**src/evsn_pkg.sv**
```systemverilog
`timescale 1ns / 1ps
`default_nettype none

package evsn_pkg;

  // Table geometry
  localparam int GLOBAL_EVENTS = 16;
  localparam int TASK_EVENTS   = 8;
  localparam int NUM_TASKS     = 4;
  localparam int SLOT_COUNT    = GLOBAL_EVENTS + NUM_TASKS * TASK_EVENTS;
  localparam int SLOT_W        = (SLOT_COUNT > 1) ? $clog2(SLOT_COUNT) : 1;

  // Fixed field widths
  localparam int REQ_W    = 3;
  localparam int EVT_W    = 8;
  localparam int TASK_W   = 2;
  localparam int WORD_W   = 64;
  localparam int SERIAL_W = 32;
  localparam int STAT_W   = 3;
  localparam int HOOK_W   = 16;
  localparam int HOOK_IDX_W = $clog2(HOOK_W);

  // Request codes
  typedef enum logic [REQ_W-1:0] {
    REQ_NOTIFY    = 3'd0,
    REQ_SUBSCRIBE = 3'd1,
    REQ_UNSUB     = 3'd2,
    REQ_UNMASK    = 3'd3,
    REQ_CLEANUP   = 3'd4
  } req_e_t;

  // Result status codes
  typedef enum logic [STAT_W-1:0] {
    ST_OK    = 3'd0,
    ST_NOMEM = 3'd1,
    ST_BUSY  = 3'd2,
    ST_NOSUB = 3'd3,
    ST_EXIST = 3'd4,
    ST_LIMIT = 3'd5
  } status_t;

  // Controller states
  typedef enum logic [1:0] {
    S_IDLE  = 2'd0,
    S_EXEC  = 2'd1,
    S_CLEAN = 2'd2
  } state_t;

  // One slot entry as held in the table memory (subscribed lives in flops)
  typedef struct packed {
    logic [TASK_W-1:0]   owner;
    logic [WORD_W-1:0]   method;
    logic [SERIAL_W-1:0] serial;
    logic                masked;
  } slot_t;

  // Controller to datapath
  typedef struct packed {
    logic take;    // latch request, launch first table read
    logic clean;   // one cleanup step on the slot in the read register
    logic commit;  // update the slot and load the result register
  } ctrl_cmd_t;

  // Datapath to controller
  typedef struct packed {
    logic req_clean;   // request on the input is a cleanup
    logic clean_last;  // current cleanup step is the last global slot
    logic out_free;    // result register can take a new transaction
  } ctrl_sts_t;

endpackage

`default_nettype wire

```
**src/evsn_ctrl.sv**
```systemverilog
`timescale 1ns / 1ps
`default_nettype none

module evsn_ctrl
  import evsn_pkg::*;
(
  input  wire logic      clk,
  input  wire logic      rst_n,
  input  wire logic      in_valid,
  output logic           in_stall,
  input  wire ctrl_sts_t sts,
  output ctrl_cmd_t      cmd
);

  state_t state_r, state_nxt;

  // State register
  always_ff @(posedge clk) begin
    if (!rst_n) begin
      state_r <= S_IDLE;
    end else begin
      state_r <= state_nxt;
    end
  end

  // Next state and commands
  always_comb begin
    state_nxt = state_r;
    cmd       = '0;
    in_stall  = 1'b1;
    unique case (state_r)
      S_IDLE: begin
        in_stall = 1'b0;
        if (in_valid) begin
          cmd.take  = 1'b1;
          state_nxt = sts.req_clean ? S_CLEAN : S_EXEC;
        end
      end
      S_CLEAN: begin
        cmd.clean = 1'b1;
        if (sts.clean_last) begin
          state_nxt = S_EXEC;
        end
      end
      S_EXEC: begin
        if (sts.out_free) begin
          cmd.commit = 1'b1;
          state_nxt  = S_IDLE;
        end
      end
      default: begin
        state_nxt = S_IDLE;
      end
    endcase
  end

endmodule

`default_nettype wire

```
**config.mk**
```make
export PLATFORM = sky130hd
export DESIGN_NAME = evsn_ctrl
export DESIGN_NICKNAME = d
export VERILOG_FILES = /design/src/evsn_pkg.sv /design/src/evsn_ctrl.sv
export SDC_FILE = /design/constraint.sdc
export NUM_CORES = 1
export LEC_CHECK = 0
export ABC_AREA = 1
export ABC_CLOCK_PERIOD_IN_PS = 1300
export BUFFER_PORTS_ARGS = -buffer_cell sky130_fd_sc_hd__buf_2
export CAP_MARGIN = 25
export CORE_AREA = 4 4 41 43
export DETAILED_ROUTE_END_ITERATION = 16
export DIE_AREA = 0 0 45 47
export GPL_TIMING_DRIVEN = 0
export SLEW_MARGIN = 10
export SYNTH_ARGS = -nofsm -noshare
export SYNTH_HDL_FRONTEND = slang
export SYNTH_SLANG_ARGS = --single-unit
```
**constraint.sdc**
```tcl
create_clock -name clk -period 1.3 [get_ports clk]
set_clock_uncertainty 0.15 [all_clocks]
set_input_delay 0.13 -clock clk [delete_from_list [all_inputs] [get_ports clk]]
set_output_delay 0.13 -clock clk [all_outputs]
set_load 0.01 [all_outputs]
```
==> results of run 1 <==
## synthesized netlist by cell type
| master | instances | area (um^2) |
|---|---|---|
| nand3_1 | 3 | 15.0 |
| inv_1 | 5 | 18.8 |
| o21ai_0 | 1 | 5.00 |
| nand3_2 | 1 | 10.0 |
| inv_2 | 2 | 7.51 |
| nor2_2 | 1 | 6.26 |
| nor3_1 | 1 | 5.00 |
| nor2_1 | 5 | 18.8 |
| a21oi_1 | 1 | 5.00 |
| dfxtp_1 | 2 | 40.0 |
| nand2_1 | 3 | 11.3 |
## worst max-delay path: cells and delay by family (launching register included)
family	cells	cell delay (ns)
buffers and inverters	2	0.18
and+or+nand+nor	2	0.20
DFF	1	0.33
## per-stage QoR
step | setup WS [ns] | setup TNS [ns] | cells | power, mW | area [um^2]
2_1_floorplan | 0.274 | 0 | 25 | 0.174 | 143
3_3_place_gp | 0.214 | 0 | 49 | 0.217 | 206
3_5_place_dp | 0.210 | 0 | 49 | 0.218 | 206
4_1_cts | 0.0244 | 0 | 53 | 0.369 | 239
5_1_grt | -0.00409 | -0.00409 | 53 | 0.395 | 243
6_report | 0.0791 | 0 | 53 | 0.361 | 243
## timing repair
action / CTS / global route
resized for setup: 0 / 2
hold endpoints to repair: 1 / 0
hold buffers: 1 / 0
setup endpoints to repair: 0 / 2
## worst paths after layout
kind                                  from    endpoint
worst min-delay path                sts[0]  state_r[0]
worst max register to register  state_r[1]  state_r[1]
worst max-delay path            state_r[1]      cmd[2]
worst min register to register  state_r[0]  state_r[0]
## logic make-up after synthesis
logic type,Yosys count
buffers and inverters,7
AOI/OAI and AO/OA,2
DFF,2
and+or+nand+nor,14
## power by group
| group | leakage, nW | internal [mW] | total (mW) | switching, mW |
|---|---|---|---|---|
| registers | 0.0169 | 0.0753 | 0.0892 | 0.0140 |
| clock network | 0.0138 | 0.102 | 0.139 | 0.0373 |
| logic | 0.110 | 0.0558 | 0.133 | 0.0767 |
| total | 0.141 | 0.233 | 0.361 | 0.128 |
## per-layer routing
layer / part of all wire, % / global-route usage [%] / up-vias / wire length (um)
li1: - / - / 101 / -
met1: 32 / 2.71 / 82 / 122
met2: 57 / 8.19 / 5 / 217
met3: 11 / 2.30 / 0 / 43
met4: 0 / 7.02 / 0 / 0
met5: 0 / 0 / - / 0
## layout make-up
cell class                      instances  share of cell area, %
Inverter                                7                   10.8
Timing Repair Buffer                   10                   22.7
Sequential cell                         2                   17.0
Multi-Input combinational cell         16                   32.5
Clock buffer                            3                   9.28
Tap cell                               15                   7.73
==> out/results.txt, run 1 <==
The floorplan row count is 13, and the total setup buffers inserted after CTS is 0. For this run, the register share of the synthesized area comes to 28.1%. For the hold violation total from the final report, the log shows 0. The die span in x came out at 45 um. The tools report the endpoint kind of the worst setup timing path as an output port. The relative area change from synthesis to final layout is 70.2%. The classification of the worst-slack hold path was in2reg. The tool flagged a number of max-cap violations equal to 0.

The number of antenna violations at the first check in global routing is 0, and the area of all sequential standard cells is 41.3 um^2. The synthesized-area fraction occupied by adder cells was 0%; the final count of negative-setup-slack endpoints was 0. On the worst path, the slowest cell contributes a delay of 0.33 ns.

For this run, the top clock speed supported by timing is 0.819 GHz. The tools report the clock root buffer as clkbuf_4. The run finished with clean final reports. The register with the most flip-flops in the final layout is state_r. The register with the most flip-flops in the layout has 2 of them. CTS saw 2 sinks. For this run, the post-layout net count is 46. TritonCTS built the clock tree.

The number of nets handed over by synthesis was 31. The leakage power of the design is 0.141 nW. After clock tree synthesis, the clock-pin slew on the worst setup and hold paths is 0.03 ns. The repair_antennas step left the layout with diodes totalling 0. The transition time at the pin with the least slew margin was 0.164 ns. Entering global routing, the biggest net connects 6 pins.

The post-synthesis cell type count came out at 11. In the final routed layout, each cell accounts on average for 7.23 um. Final hold analysis gives a worst-case slack of 0.0913 ns. The filler cells instantiated in the layout total 167. The synthesized netlist devotes 7.02% of its cell area to compound gates.

Across the VDD grid, the largest voltage drop is 0.248 mV. The logs give 614 um for the first-pass GRT wire length and 0 for the number of warnings reported in the yosys synthesis log. The tools report the detailed-router iteration count before antenna repair as 2. The tightest slew margin relative to the limit was 89.1%. On the critical path, the stage with the largest delay is an instance of dfxtp_1. Power per standard cell area: 1490 mW/mm^2. The critical path goes through nor2_2 -> inv_2 -> nor2_1 -> buf_2.

In the final layout, the multi-input gates occupy 78.8 um^2. Dividing the final minimum period by the clock period gives 93.9%. Synthesis handed over a netlist of 25 instances. The average instance area after synthesis was 5.71 um^2. The largest registers in the layout are state_r: 2 flops.

The run gives 0.94 ns as the data arrival time of the critical path. For this run, the total global-route usage over all layers was measured as 4.65%. Of the total synthesized cell area, the portion taken by AND, OR, NAND and NOR gates is 46.5%.

Leaving out fill and tap cells, the most frequent cell in the layout is buf_2. The utilization after layout is 18.7%. The clock latency on the worst-skew pair was 0.23 ns; the via count of the first global-routing pass was 191. Counting instances, the worst hold path has a depth of 4. The final layout contains routed wiring with a total length of 383 um. Of all nets on the critical path, the largest fanout is 5. The number of clock buffers added by TritonCTS is 3. The post-synthesis xor/xnor area fraction was 0%; the die span in y was 47 um. Subtracting the final worst setup slack from the clock period gives 1.22 ns. Via density per instance: 3.55. After synthesis, the share of cell area in mux cells is 0%. The post-detailed-route DRC marker count is 0. In the layout the commonest cells are buf_2 (9), inv_1 (5), nor2_1 (4).

The number of primary I/O pins came out at 10. The run gives 0.602 as the final weighted congestion in routability-driven placement. The total of buffers placed on input and output ports works out to 9. For the register-to-register path setup slack, the log shows 0.22 ns.

The worst setup path is of the reg2out kind. The tools report the data required time of the worst path as 1.02 ns. The main combinational cell family by area after synthesis is simple AND/OR/NAND/NOR gates. Synthesis inferred 2 register bits. For the floorplan die area, the log shows 0.00212 mm^2.

The detail route stage leaves a number of antenna-violating nets equal to 0. After synthesis the cells add up to 143 um^2. The via count was 188. The number of cells on the worst reg-to-reg path is 5. The HPWL after detailed placement is 319 um. Setup repair after global routing could not meet its margin everywhere.

Once the floorplan was initialized, standard cells occupied 11.0% of the core. The worst-case clock buffer depth came out at 2. The tools report the depth of the CTS H-tree as 1. The final max-slew violation count is 0. The detailed router finished its first iteration with 3 violations. The sum of overflow across all layers after global routing was 0. After floorplanning, the core was sized to cover 0.00130 mm^2. Cells with a size suffix above 1 make up 47.4% of the layout.

The worst setup path is launched from a flip-flop.
No activity file was read; power rests on OpenSTA's default activity.
==> inputs of run 2 (changes only) <==
--- a/config.mk
+++ b/config.mk
@@ -10,6 +10,7 @@
 export BUFFER_PORTS_ARGS = -buffer_cell sky130_fd_sc_hd__buf_2
 export CAP_MARGIN = 25
 export CORE_AREA = 4 4 41 43
+export CTS_BUF_LIST = sky130_fd_sc_hd__clkbuf_8 sky130_fd_sc_hd__clkbuf_16
 export DETAILED_ROUTE_END_ITERATION = 16
 export DIE_AREA = 0 0 45 47
 export GPL_TIMING_DRIVEN = 0
==> run 2 against run 1 <==
Compared with the run above:
- sequential share of layout area decreased by 0.59 points
- register-to-register slack hardly changed
- sequential power hardly changed
- global-route usage unchanged
- routed wire length is 0.78% higher
- combinational power about the same
- final cell count shrank 1.9%
- worst hold slack got worse by 0.075 ns
- non-clock buffer count fell by 1
- critical path depth is the same
- die area stayed put
- critical path type unchanged
==> out/results.txt, run 2 (synthesis gave the netlist of run 1 again) <==
The via density per instance came out at 3.54 (was 3.55). The tools report the largest vdd supply drop as 0.359 mV (was 0.248 mV). The data required time of the worst path was 1.02 ns (about the same). The tools report the number of placed instances, taps included as 49 (unchanged).

The via count is 184 (was 188). The die span in y is 47 um (unchanged). The tools report the tightest slew margin relative to the limit as 89.1% (unchanged). The shortest clock period the worst path allows after layout was 1.20 ns (was 1.22 ns); the detailed-router iteration count before antenna repair was 2 (unchanged). The CTS sink count was 2 (unchanged); the floorplan row count was 13 (unchanged).

The fraction of final layout cells sized beyond drive strength 1 came out at 48.6% (was 47.4%). Largest fanout on the critical path: 5 (unchanged). The critical path launch point type is a flip-flop (unchanged). Biggest registers after layout: state_r: 2 flops (unchanged). The die span in x was 45 um (unchanged).

The run gives 2 (unchanged) as the worst-case clock buffer depth. The via count of the first global-routing pass was 189 (was 191). Clock transition at the register clock pins on the worst setup and hold paths after CTS: 0.03 ns (about the same). The sum of overflow across all layers after global routing is 0 (unchanged), and the net total in the final layout is 45 (was 46). Most frequent cells in the layout: buf_2 (9), inv_1 (5), nor2_1 (4) (unchanged).

The worst setup path category was reg2out (unchanged). Most common cell after layout, fill and taps aside: buf_2 (unchanged). For the starting utilization of the core area, the log shows 11.0% (unchanged). Depth of the CTS H-tree: 1 (unchanged). The run gives 3 (unchanged) as the number of CTS-inserted buffers. The run gives 0.00212 mm^2 (unchanged) as the floorplan die area.

Number of buffers inserted by hold repair at cts: 0 (was 1). The run gives 0.00130 mm^2 (unchanged) as the area of the core. The tools report the clock root buffer as clkbuf_8 (was clkbuf_4). The number of primary I/O pins was 10 (unchanged).

The flow ran to the end, and the final reports show no timing, DRC or antenna violations. The final max-slew violation count was 0 (unchanged). Sum of negative setup slack: 0 ns (unchanged).

The relative area change from synthesis to final layout works out to 76.3% (was 70.2%). TritonCTS built the clock tree. The run gives 0.144 nW (was 0.141 nW) as the leakage power of the design. Endpoint kind of the worst setup timing path: an output port (unchanged).

The total of buffers placed on input and output ports came out at 9 (unchanged). The register with the most flip-flops is state_r (unchanged). The combined global-route utilization of all metal layers is 4.65% (unchanged), and the first-pass GRT wire length is 614 um (unchanged). Instance area after placement: 206 um^2 (unchanged). For the number of non-filler instances in the completed layout, the log shows 52 (was 53). The logs give 0 (unchanged) for the reported max-cap violation count and 0.92 ns (was 0.94 ns) for the data arrival time of the critical path. The logs give 0 (unchanged) for the post-detailed-route DRC marker count and 319 um (unchanged) for the sum of net half-perimeters after detailed placement. The number of antenna violations at the first check in global routing was 0 (unchanged). The tools report the clock latency on the worst-skew pair as 0.21 ns (was 0.23 ns).

The tools report the count of inserted antenna diode cells as 0 (unchanged). The power per standard cell area is 1840 mW/mm^2 (was 1490 mW/mm^2). Finished layout cell area: 251 um^2 (was 243 um^2). The number of flip-flops in the largest register was 2 (unchanged); the ratio of final minimum period to clock period was 92.6% (was 93.9%). Setup repair after global routing left no endpoint under its margin.

The maximum number of pins on one net before global-route repair came out at 6 (unchanged). For the number of DRC violations after detailed-routing iteration 0, the log shows 3 (unchanged). The sum of internal, switching and leakage power is 0.463 mW (was 0.361 mW). Classification of the worst-slack hold path: in2reg (unchanged). The run gives 0 (unchanged) as the number of antenna-violating nets in the routed design. The tools report the final count of negative-setup-slack endpoints as 0 (unchanged). The transition time at the pin with the least slew margin works out to 0.164 ns (about the same). The aggregate routed wire length is 386 um (was 383 um), and the detailed-route wire length per cell is 7.42 um (was 7.23 um). The tools report the hold violation total from the final report as 0 (unchanged). The tools report the timing-limited maximum frequency as 0.831 GHz (was 0.819 GHz). The final weighted congestion in routability-driven placement came out at 0.602 (unchanged).
[run 2: timing repair]
action                     in CTS  in global routing
resized for setup               0                  2
setup endpoints to repair       0                  1
buffers inserted                0                  0
[run 2: power by group]
part           internal (mW)  switching (mW)  leakage [nW]
registers             0.0753          0.0139        0.0169
clock network          0.196          0.0477        0.0216
logic                 0.0539          0.0763         0.106
total                  0.325           0.138         0.144
[run 2: layout make-up]
type	instances	area, um^2
inverters	7	26.3
repair buffers	9	45.0
multi-input cells	16	78.8
flip-flops and latches	2	41.3
fillers	164	1050
well taps	15	18.8
clock buffers	3	41.3
[run 2: final timing paths]
path | slack [ns] | to | cells past startpoint | start
setup / recovery | 0.1 | cmd[2] | 4 | state_r[1]
hold / removal | 0.02 | state_r[1] | 3 | rst_n
setup reg to reg | 0.22 | state_r[1] | 5 | state_r[1]
hold reg to reg | 0.40 | state_r[0] | 2 | state_r[0]
[run 2: per-stage QoR]
step	util (%)	worst slack (ns)	hold slack [ns]
3_5_place_dp	15.9	0.210	0.238
3_3_place_gp	15.9	0.214	0.236
5_1_grt	19.3	0.0173	0.0271
4_1_cts	19.0	0.0467	0.0176
2_1_floorplan	-	0.274	0.115
6_report	19.3	0.0965	0.0166
[run 2: layer usage]
metal / vias to the layer above / track usage [%] / part of all wire [%]
li1: 99 / - / -
met1: 80 / 2.71 / 32
met3: 0 / 2.30 / 11
met2: 5 / 8.19 / 57
met4: 0 / 7.02 / 0
met5: - / 0 / 0
[run 2: worst max-delay path, cell delays in order (launching register included)]
cell,delay [ns]
dfxtp_1,0.33
nor2_2,0.12
inv_2,0.05
nor2_1,0.08
buf_2,0.13
